<file path="config.mk">
export PLATFORM = sky130hd
export DESIGN_NAME = fse_ctrl
export DESIGN_NICKNAME = d
export VERILOG_FILES = /design/src/sv/fse_pkg.sv /design/src/sv/fse_ctrl.sv
export SDC_FILE = /design/constraint.sdc
export NUM_CORES = 1
export LEC_CHECK = 0
export ABC_AREA = 0
export BUFFER_PORTS_ARGS = -buffer_cell sky130_fd_sc_hd__buf_2
export CAP_MARGIN = 20
export CORE_AREA = 2 2 39 41
export DETAILED_ROUTE_END_ITERATION = 12
export DIE_AREA = 0 0 41 43
export PLACE_DENSITY = 0.38
export SETUP_SLACK_MARGIN = 0.4
export SLEW_MARGIN = 0
export SYNTH_ARGS = -nofsm -noshare
export SYNTH_HDL_FRONTEND = slang
export SYNTH_SLANG_ARGS = --single-unit
</file>
<file path="constraint.sdc">
create_clock -name i_clk -period 2 [get_ports i_clk]
set_clock_uncertainty 0.2 [all_clocks]
set_input_delay 0.2 -clock i_clk [delete_from_list [all_inputs] [get_ports i_clk]]
set_output_delay 0.2 -clock i_clk [all_outputs]
set_load 0.005 [all_outputs]
</file>
<file path="src/sv/fse_pkg.sv">
package fse_pkg;

    // Table sizes.
    localparam int NUM_SOURCES = 256;
    localparam int RING_EVENTS = 50;
    localparam int SRC_W       = $clog2(NUM_SOURCES);
    localparam int PTR_W       = $clog2(RING_EVENTS);
    localparam int RING_DEPTH  = NUM_SOURCES * RING_EVENTS;
    localparam int RING_AW     = $clog2(RING_DEPTH);

    // Field widths.
    localparam int IDX_W   = 8;
    localparam int TIME_W  = 32;
    localparam int WIN_W   = 8;
    localparam int ACT_W   = 2;
    localparam int LVL_W   = 2;
    localparam int COUNT_W = 32;

    localparam logic [WIN_W-1:0] WINDOW_RESET = WIN_W'(3);

    // Action codes.
    localparam logic [ACT_W-1:0] ACT_NONE   = 2'd0;
    localparam logic [ACT_W-1:0] ACT_REJECT = 2'd1;
    localparam logic [ACT_W-1:0] ACT_DROP   = 2'd2;

    // Escalation levels.
    localparam logic [LVL_W-1:0] LVL_CLEAR   = 2'd0;
    localparam logic [LVL_W-1:0] LVL_REJECTED = 2'd1;
    localparam logic [LVL_W-1:0] LVL_DROPPED  = 2'd2;

    // Sequencer states.
    typedef enum logic [2:0] {
        S_IDLE,
        S_SRC,
        S_RING,
        S_CMP,
        S_OUT
    } t_state;

    // Per-source record held in the source memory.
    typedef struct packed {
        logic [PTR_W-1:0]   ptr;
        logic [LVL_W-1:0]   level;
        logic [COUNT_W-1:0] count;
    } t_src_state;

    // Commands from the sequencer to the datapath.
    typedef struct packed {
        logic in_ready;
        logic capture;
        logic src_stage;
        logic ring_op;
        logic compute;
        logic load_out;
    } t_cmd;

    // Status from the datapath to the sequencer.
    typedef struct packed {
        logic in_valid;
        logic out_free;
    } t_sts;

    // Reduce an input index modulo the table size by compare and subtract.
    function automatic logic [SRC_W-1:0] src_of(input logic [IDX_W-1:0] idx);
        int unsigned v;
        v = int'(idx);
        for (int k = IDX_W - 1; k >= 0; k--) begin
            if (v >= (NUM_SOURCES << k)) begin
                v = v - (NUM_SOURCES << k);
            end
        end
        return SRC_W'(v);
    endfunction

endpackage

</file>
<file path="src/sv/fse_ctrl.sv">
module fse_ctrl (
    input  logic          i_clk,
    input  logic          i_rst_n,
    input  fse_pkg::t_sts i_sts,
    output fse_pkg::t_cmd o_cmd
);

    fse_pkg::t_state r_state;
    fse_pkg::t_state n_state;

    // State register.
    always_ff @(posedge i_clk) begin
        if (!i_rst_n) begin
            r_state <= fse_pkg::S_IDLE;
        end else begin
            r_state <= n_state;
        end
    end

    // Next state and commands.
    always_comb begin
        n_state = r_state;
        o_cmd   = '0;
        unique case (r_state)
            fse_pkg::S_IDLE: begin
                o_cmd.in_ready = 1'b1;
                if (i_sts.in_valid) begin
                    o_cmd.capture = 1'b1;
                    n_state       = fse_pkg::S_SRC;
                end
            end
            fse_pkg::S_SRC: begin
                o_cmd.src_stage = 1'b1;
                n_state         = fse_pkg::S_RING;
            end
            fse_pkg::S_RING: begin
                o_cmd.ring_op = 1'b1;
                n_state       = fse_pkg::S_CMP;
            end
            fse_pkg::S_CMP: begin
                o_cmd.compute = 1'b1;
                n_state       = fse_pkg::S_OUT;
            end
            fse_pkg::S_OUT: begin
                if (i_sts.out_free) begin
                    o_cmd.load_out = 1'b1;
                    n_state        = fse_pkg::S_IDLE;
                end
            end
            default: begin
                n_state = fse_pkg::S_IDLE;
            end
        endcase
    end

endmodule

</file>
### After elaboration in Yosys (flattened, before gate mapping)

Index checks and enable logic that the tools add are counted.

| operators by class | value |
|---|---|
| equal/unequal tests | 6 |
| mux-type cells | 10 |
| reductions and logical operators | 2 |

Operators by type and width:

| operator | count |
|---|---|
| $pmux W3 S5 | 1 |
| $eq A3 B2 Y1 const B | 2 |
| $mux W1 | 6 |
| $mux W3 | 2 |
| $ne A2 B2 Y1 const B | 2 |
| $eq A3 B1 Y1 const B | 1 |
| $eq A3 B3 Y1 const B | 1 |
| $logic_not A3 Y1 | 1 |
| $mux W2 | 1 |
| $reduce_and A2 Y1 | 1 |

| word-level totals | value |
|---|---|
| flip-flop bits (word level) | 3 |
| input port bits | 4 |
| output and inout port bits | 6 |

### Logic depth before layout (Yosys ltp)

Gate-level depths: netlist of run 1.

| depth | value |
|---|---|
| depth in word-level cells | 3 |
| depth in mapped cells | 3 |
| mapped depth without buffers | 2 |

### Least setup slack after synthesis of run 1

Ideal clock, no wire load.

| path | value |
|---|---|
| path kind | flip-flop to output port |
| from | register r_state[0] |
| to | output port o_cmd[4] (netlist bit) |
| data arrival time | 0.764 ns |
| required time | 1.600 ns |
| slack | 0.836 ns |
| cell stages (with the launch flop) | 4 |
| cell sequence | dfxtp_1 > buf_4 > nor3_2 > and2_1 |

RTL lines:

| item | RTL line | source |
|---|---|---|
| from (decl) | fse_ctrl.sv:8 | `fse_pkg::t_state r_state;` |
| from (signal assigned) | fse_ctrl.sv:14 | `r_state <= fse_pkg::S_IDLE;` |
| from (signal assigned) | fse_ctrl.sv:16 | `r_state <= n_state;` |
| to (decl) | fse_ctrl.sv:5 | `output fse_pkg::t_cmd o_cmd` |

==> reports/results.tsv, run 1 <==
stage	metric	value	unit
clock_network	CTS max path bufs	2	
cells_and_area	most common cell after layout, fill and taps aside	buf_2	
critical_path	WP data arrival	1.07	ns
timing	Final Cycle Share	0.737	
floorplanning	Core Region	0.00138	mm^2
run	max cap viols	0	
cells_and_area	Area growth, synth to finish	40.5	%
cells_and_area	layout cells sized above 1	0.483	
grt	global-route wire length before repair	648	um
clock_network	Sink Count	3	
cells_and_area	most frequent cells in the layout	9 x buf_2, 3 x nor3b_1, 3 x clkbuf_4, 3 x dfxtp_1	
grt	GRT Total Usage	0.0612	
floorplanning	Die Span Y	43	um
timing	final setup fails	0	
synth	post-synthesis cell area	185	um^2
placement	IO Port Bufs	9	
cells_and_area	flip-flop count of the largest register after layout	3	
drt	initial DRC count	0	
clock_network	htree depth	1	
clock_network	CTS tree	yes	
synth	post-synthesis sequential area ratio	0.324	
clock_network	CTS clock-pin slew for the worst setup and hold paths	0.04	ns
floorplanning	row cnt	14	
drt	ANT nets after route	0	
cells_and_area	fill count	165	
cells_and_area	leading registers by flop count	r_state: 3 flops	
cells_and_area	Core Util, Final	0.188	
floorplanning	Die ar.	0.00176	mm^2
critical_path	critical path class	reg -> out	
floorplanning	die extent in x	41	um
drt	routed wire length	376	um
clock_network	root buffer cell	clkbuf_4	
timing	setup tns final	0	ns
timing	Max Fclk	678	MHz
timing	Slew Limit Fails	0	
floorplanning	I/O pin count	10	
power	Worst VDD drop	130	uV
synth	Synth Register Bits	3	
timing	Slew headroom	0.801	
hold_path	type of the tightest min-delay check	in -> reg	
critical_path	Critical Path End Type	primary output	
cells_and_area	final net count	34	
cells_and_area	multi-input logic area	98.8	um^2
clock_network	clock latency at the later pin of the worst-skew pair	0.23	ns
placement	Detail Placement HPWL	293	um
timing	final hold vios	0	
synth	Mean Syn Cell Area	10.3	um^2
synth	cells after synthesis	18	
drt	drt pass-1 iters	1	
synth	syn nets	22	
timing	RSZ-0062 raised after global routing	false	
cells_and_area	Biggest register	r_state	
drt	routed wire length per instance	8.36	um
grt	antenna violations before repair	0	
critical_path	Worst EP required	1.60	ns
run_status	status	completed	
floorplanning	Initial Util	0.134	
clock_network	# Post-CTS Setup Buffers	0	
power	Pleak	0.000113	uW
grt	vias in the first global route	164	
synth	yosys warns	0	
drt	via count	172	
drt	Via density	3.82	
cells_and_area	Reg area	60.1	um^2
drt	DRC Markers	0	
critical_path	critical path startpoint category	flip-flop	
timing	worst slew pin tran	0.298	ns
timing	Final min period	1.47	ns
cells_and_area	diode count	0	
grt	GRT overflow	0	
grt	largest net degree at the start of global routing	9	
placement	gpl congestion	0.673	
power	power per cell area	850	mW/mm^2
critical_path	maximum net fanout on the critical path	8	
synth	library cells used by synthesis	13	
clock_network	total CTS buffers	3	
==> Yosys cell counts, drive strengths merged <==
library cell  instances  area share
nor4bb                1       0.054
and2                  1       0.034
xnor2                 1       0.047
and3b                 1       0.047
o21ai                 1       0.027
o21a                  1       0.041
nor3                  2       0.081
dfxtp                 3        0.32
nor3b                 3        0.12
buf                   3        0.14
nor4b                 1       0.081
==> path summary, 6_finish.rpt <==
path / to / depth (start not counted) / slack, ns / startpoint
max reg2reg: r_state[2] / 2 / 0.85 / r_state[2]
min reg2reg: r_state[0] / 1 / 0.39 / r_state[2]
min: r_state[0] / 3 / 0.08 / i_sts[1]
max: o_cmd[0] / 2 / 0.53 / r_state[2]
==> cells by family (layout without fill, tap and decap cells) <==
| family | after synthesis | after routing | share of synthesized area |
|---|---|---|---|
| AOI/OAI and AO/OA | 2 | 2 | 0.0676 |
| xor gates and xnor gates | 1 | 1 | 0.0473 |
| buffers and inverters | 3 | 14 | 0.142 |
| DFF | 3 | 3 | 0.324 |
| and+or+nand+nor | 9 | 9 | 0.419 |
==> critical path, cell delays in order, from the launching register on <==
cell and delay [ns]:
dfxtp_1 0.45, nor4bb_1 0.24, buf_2 0.16
==> layout make-up <==
| type | count | share of cell area |
|---|---|---|
| Clock buffer | 4 | 0.101 |
| Multi-Input combinational cell | 12 | 0.380 |
| Sequential cell | 3 | 0.231 |
| Tap cell | 16 | 0.0769 |
| Timing Repair Buffer | 10 | 0.212 |
==> power by group <==
part           switching (uW)  internal, uW  total [uW]
combinational            13.4          23.4        36.8
clock                    31.9          74.8         107
sequential               12.0          65.6        77.6
total                    57.3           164         221
==> what timing repair did <==
item                                   CTS  global route
endpoints found under the hold margin    1             0
resized for setup                        0             0
hold buffers                             1             0
==> metal layers <==
layer | part of all wire | up-vias | global-route usage | wire length, um
li1 | - | 84 | - | -
met3 | 0.035 | 2 | 0.0314 | 13
met2 | 0.61 | 4 | 0.0906 | 229
met1 | 0.32 | 82 | 0.0450 | 120
met4 | 0.032 | 0 | 0.0800 | 12
met5 | 0 | - | 0 | 0
==> per-stage QoR <==
step                      worst slack [ns]  cells  power, uW  hold WS, ns  area (um^2)
after floorplan                      0.836     18        106        0.118          185
after global placement               0.772     40        114        0.240          224
after detailed placement             0.773     40        115        0.239          224
after CTS                            0.515     45        227       0.0850          260
after global routing                 0.435     45        240        0.102          260
final                                0.525     45        221       0.0804          260
Power figures use the tool's default switching activity.
==> run 2, diff against run 1 <==
==> constraint.sdc (replaced) <==
create_clock -name i_clk -period 1.4 [get_ports i_clk]
set_clock_uncertainty 0.2 [all_clocks]
set_input_delay 0.14 -clock i_clk [delete_from_list [all_inputs] [get_ports i_clk]]
set_output_delay 0.14 -clock i_clk [all_outputs]
set_load 0.005 [all_outputs]
==> reports/results.tsv, run 2 (same netlist as run 1, synthesis figures left out) <==
stage	metric	value	unit
run_status	status	finished with violations	
run_status	failing checks	hold timing	
critical_path	critical path startpoint category	flip-flop	
clock_network	total CTS buffers	3	
power	Pleak	0.000145	uW
timing	Max Fclk	744	MHz
floorplanning	row cnt	14	
critical_path	Worst EP required	1.06	ns
power	total power	364	uW
floorplanning	die extent in x	41	um
placement	gpl congestion	0.583	
power	power per cell area	1050	mW/mm^2
floorplanning	I/O pin count	10	
drt	initial DRC count	3	
timing	final hold vios	2	
drt	routed wire length	446	um
timing	Final Cycle Share	0.960	
drt	via count	191	
critical_path	Worst path slowest cell	dfxtp_4	
run	max cap viols	0	
clock_network	CTS max path bufs	2	
timing	Fin Hold WS	-0.0444	ns
power	Worst VDD drop	307	uV
cells_and_area	most common cell after layout, fill and taps aside	buf_2	
critical_path	critical path class	reg -> out	
floorplanning	Core Region	0.00138	mm^2
grt	GRT Total Usage	0.0714	
critical_path	maximum net fanout on the critical path	6	
critical_path	crit-path max cell delay	0.36	ns
clock_network	CTS clock-pin slew for the worst setup and hold paths	0.04	ns
clock_network	cts hold-fix bufs	1	
drt	ANT nets after route	0	
drt	DRC Markers	0	
timing	RSZ-0062 raised after global routing	true	
critical_path	WP data arrival	1.00	ns
floorplanning	Die Span Y	43	um
clock_network	clock latency at the later pin of the worst-skew pair	0.23	ns
cells_and_area	layout cells sized above 1	0.781	
cells_and_area	most frequent cells in the layout	9 x buf_2, 3 x clkbuf_4, 3 x dfxtp_4	
cells_and_area	flip-flop count of the largest register after layout	3	
grt	largest net degree at the start of global routing	9	
drt	Via density	3.98	
cells_and_area	Biggest register	r_state	
clock_network	root buffer cell	clkbuf_4	
floorplanning	Initial Util	0.134	
critical_path	Critical Path End Type	primary output	
grt	vias in the first global route	190	
timing	Slew Limit Fails	0	
placement	Detail Placement HPWL	305	um
timing	worst slew pin tran	0.198	ns
timing	Final min period	1.34	ns
placement	IO Port Bufs	9	
timing	Slew headroom	0.868	
clock_network	CTS tree	yes	
drt	drt pass-1 iters	2	
drt	routed wire length per instance	9.29	um
cells_and_area	diode count	0	
critical_path	crit-path cells	nor3_4 -> and2_1 -> buf_2	
grt	antenna violations before repair	0	
grt	GRT overflow	0	
clock_network	htree depth	1	
hold_path	type of the tightest min-delay check	in -> reg	
floorplanning	Die ar.	0.00176	mm^2
cells_and_area	leading registers by flop count	r_state: 3 flops	
timing	setup tns final	0	ns
timing	final setup fails	0	
clock_network	Sink Count	3	
cells_and_area	Area growth, synth to finish	87.8	%
grt	global-route wire length before repair	779	um
cells_and_area	final net count	37	
-- run 2: cell types whose count changed in the layout (fill, tap and decap cells not counted), moves of 2 or more --
cell     delta
buf_4       +2
dfxtp_1     -3
dfxtp_4     +3
buf_6       +2
-- run 2: repair_timing --
item                                    in CTS  in global routing
hold endpoints to repair                     3                  2
endpoints found under the setup margin       9                  9
setup buffers                                3                  1
resized for setup                            6                  7
pin swaps                                    2                  5
-- run 2: path summary, 6_finish.rpt --
kind	end	slack (ns)	from	cells after the start
setup reg to reg	r_state[2]	0.25	r_state[1]	3
setup / recovery	o_cmd[4]	0.06	r_state[2]	3
hold reg to reg	r_state[1]	0.38	r_state[2]	2
hold / removal	r_state[0]	-0.04	i_rst_n	3
-- run 2: final cells by class --
class                   instances  area (um^2)
fillers                       151         1040
multi-input cells              12          148
repair buffers                 13         82.6
flip-flops and latches          3         71.3
clock buffers                   4         26.3
well taps                      16         20.0
-- run 2: power breakdown --
part	switching [uW]	total, uW	leakage (uW)	internal, uW
clock	42.7	149	0.0000150	107
sequential	22.2	116	0.0000267	94.0
combinational	34.6	98.4	0.000103	63.8
total	99.5	364	0.000145	264
-- run 2: per-stage QoR --
step            util  setup slack (ns)  hold slack (ns)  cell area (um^2)  cells
6_report       0.251            0.0556          -0.0444               348     48
5_1_grt        0.251           -0.0149          -0.0397               348     48
4_1_cts        0.224            0.0262           0.0298               310     48
3_5_place_dp   0.172             0.159            0.187               238     40
3_3_place_gp   0.172             0.192            0.185               238     40
2_1_floorplan      -             0.330           0.0574               203     18
-- run 2: per-layer routing --
metal	share of wire	vias up	track usage
met3	0.078	2	0.0471
met1	0.44	88	0.0777
li1	-	93	-
met4	0.022	0	0.0600
met2	0.45	8	0.0906
met5	0	-	0
-- run 2: critical path: cells and delay by family (launching register included) --
family	cells	cell delay [ns]
buffers and inverters	1	0.10
DFF	1	0.36
and+or+nand+nor	2	0.31
==> run 3, diff against run 2 <==
--- a/config.mk
+++ b/config.mk
@@ -9,8 +9,10 @@
 export BUFFER_PORTS_ARGS = -buffer_cell sky130_fd_sc_hd__buf_2
 export CAP_MARGIN = 20
 export CORE_AREA = 2 2 39 41
+export CTS_BUF_LIST = sky130_fd_sc_hd__clkbuf_4
 export DETAILED_ROUTE_END_ITERATION = 12
 export DIE_AREA = 0 0 41 43
+export MAX_ROUTING_LAYER = met4
 export PLACE_DENSITY = 0.38
 export SETUP_SLACK_MARGIN = 0.4
 export SLEW_MARGIN = 0
==> reports/results.tsv, run 3 (same netlist as run 1, synthesis figures left out) <==
stage	metric	value	unit
cells_and_area	final net count	37	
floorplanning	row cnt	14	
timing	Final Cycle Share	0.961	
hold_path	type of the tightest min-delay check	in -> reg	
cells_and_area	Reg area	71.3	um^2
run_status	failing checks	hold timing	
floorplanning	I/O pin count	10	
drt	initial DRC count	0	
clock_network	cts hold-fix bufs	1	
cells_and_area	most frequent cells in the layout	9 x buf_2, 4 x clkbuf_4, 3 x dfxtp_4	
floorplanning	Initial Util	0.134	
drt	via count	192	
critical_path	maximum net fanout on the critical path	6	
timing	Max Fclk	743	MHz
power	power per cell area	1090	mW/mm^2
drt	ANT nets after route	0	
cells_and_area	leading registers by flop count	r_state: 3 flops	
run	max cap viols	0	
grt	GRT overflow	0	
critical_path	critical path startpoint category	flip-flop	
power	total power	383	uW
clock_network	CTS max path bufs	2	
critical_path	critical path class	reg -> out	
floorplanning	die extent in x	41	um
timing	final hold vios	2	
cells_and_area	most common cell after layout, fill and taps aside	buf_2	
grt	global-route wire length before repair	793	um
clock_network	Sink Count	3	
cells_and_area	Non-Filler Instances	48	
timing	RSZ-0062 raised after global routing	true	
grt	vias in the first global route	191	
drt	Via density	4.00	
power	Pleak	0.000148	uW
timing	Slew headroom	0.867	
clock_network	root buffer cell	clkbuf_4	
timing	worst slew pin tran	0.200	ns
placement	Detail Placement HPWL	305	um
clock_network	htree depth	1	
drt	DRC Markers	0	
critical_path	Critical Path End Type	primary output	
cells_and_area	multi-input logic area	148	um^2
timing	Final min period	1.35	ns
cells_and_area	diode count	0	
clock_network	CTS tree	yes	
drt	drt pass-1 iters	1	
drt	routed wire length	447	um
timing	final worst slack	0.0546	ns
critical_path	Worst EP required	1.06	ns
placement	gpl congestion	0.586	
cells_and_area	fill count	151	
grt	GRT Total Usage	0.0763	
cells_and_area	flip-flop count of the largest register after layout	3	
cells_and_area	Area growth, synth to finish	89.9	%
timing	Fin Hold WS	-0.0462	ns
cells_and_area	Biggest register	r_state	
placement	IO Port Bufs	9	
clock_network	total CTS buffers	3	
power	Worst VDD drop	306	uV
grt	largest net degree at the start of global routing	9	
clock_network	CTS clock-pin slew for the worst setup and hold paths	0.04	ns
floorplanning	Core Region	0.00138	mm^2
floorplanning	Die ar.	0.00176	mm^2
clock_network	clock latency at the later pin of the worst-skew pair	0.23	ns
drt	routed wire length per instance	9.31	um
placement	pre-CTS WS	0.159	ns
grt	antenna violations before repair	0	
critical_path	WP data arrival	1.01	ns
placement	placed cells	40	
cells_and_area	layout cells sized above 1	0.813	
timing	final setup fails	0	
cells_and_area	Core Util, Final	0.254	
run_status	status	finished with violations	
floorplanning	Die Span Y	43	um
timing	Slew Limit Fails	0	
[run 3: cell counts in the layout (fill, tap and decap cells not counted)]
No cell type changed its count.
[run 3: worst paths after layout]
| kind | to | slack, ns | cells after the start | from |
|---|---|---|---|---|
| setup / recovery | o_cmd[4] | 0.05 | 3 | r_state[2] |
| hold / removal | r_state[2] | -0.05 | 2 | i_rst_n |
| setup reg to reg | r_state[2] | 0.25 | 3 | r_state[2] |
| hold reg to reg | r_state[1] | 0.38 | 2 | r_state[2] |
[run 3: per-layer routing]
| layer | global-route usage | vias to the layer above | share of wire |
|---|---|---|---|
| met5 | - | - | 0 |
| met3 | 0.0471 | 2 | 0.087 |
| met1 | 0.0777 | 90 | 0.42 |
| met4 | 0.0800 | 0 | 0.022 |
| li1 | - | 92 | - |
| met2 | 0.0906 | 8 | 0.47 |
[run 3: layout make-up]
class,instances,area share
clock buffers,4,0.0854
multi-input cells,12,0.420
flip-flops and latches,3,0.203
well taps,16,0.0569
repair buffers,13,0.235
[run 3: where the power goes]
group	total [uW]	leakage (uW)	internal [uW]	switching, uW
Clock	169	0.0000184	126	43.0
Sequential	116	0.0000267	94.0	22.1
Combinational	98.3	0.000103	63.8	34.5
[run 3: repair_timing]
item                                    CTS  global route
pin swaps                                 2             5
hold endpoints to repair                  3             2
endpoints found under the setup margin    9             9
setup buffers                             3             1
gates resized for setup                   6             7
[run 3: per-stage QoR]
stage | TNS (ns) | cell area [um^2]
final | 0 | 352
after CTS | 0 | 314
after detailed placement | 0 | 238
after global routing | -0.0193 | 352
after global placement | 0 | 238
after floorplan | 0 | 203
[run 3: critical path, stage by stage, from the launching register on]
cell and delay (ns):
dfxtp_4 0.36, nor3_4 0.18, and2_1 0.13, buf_2 0.10
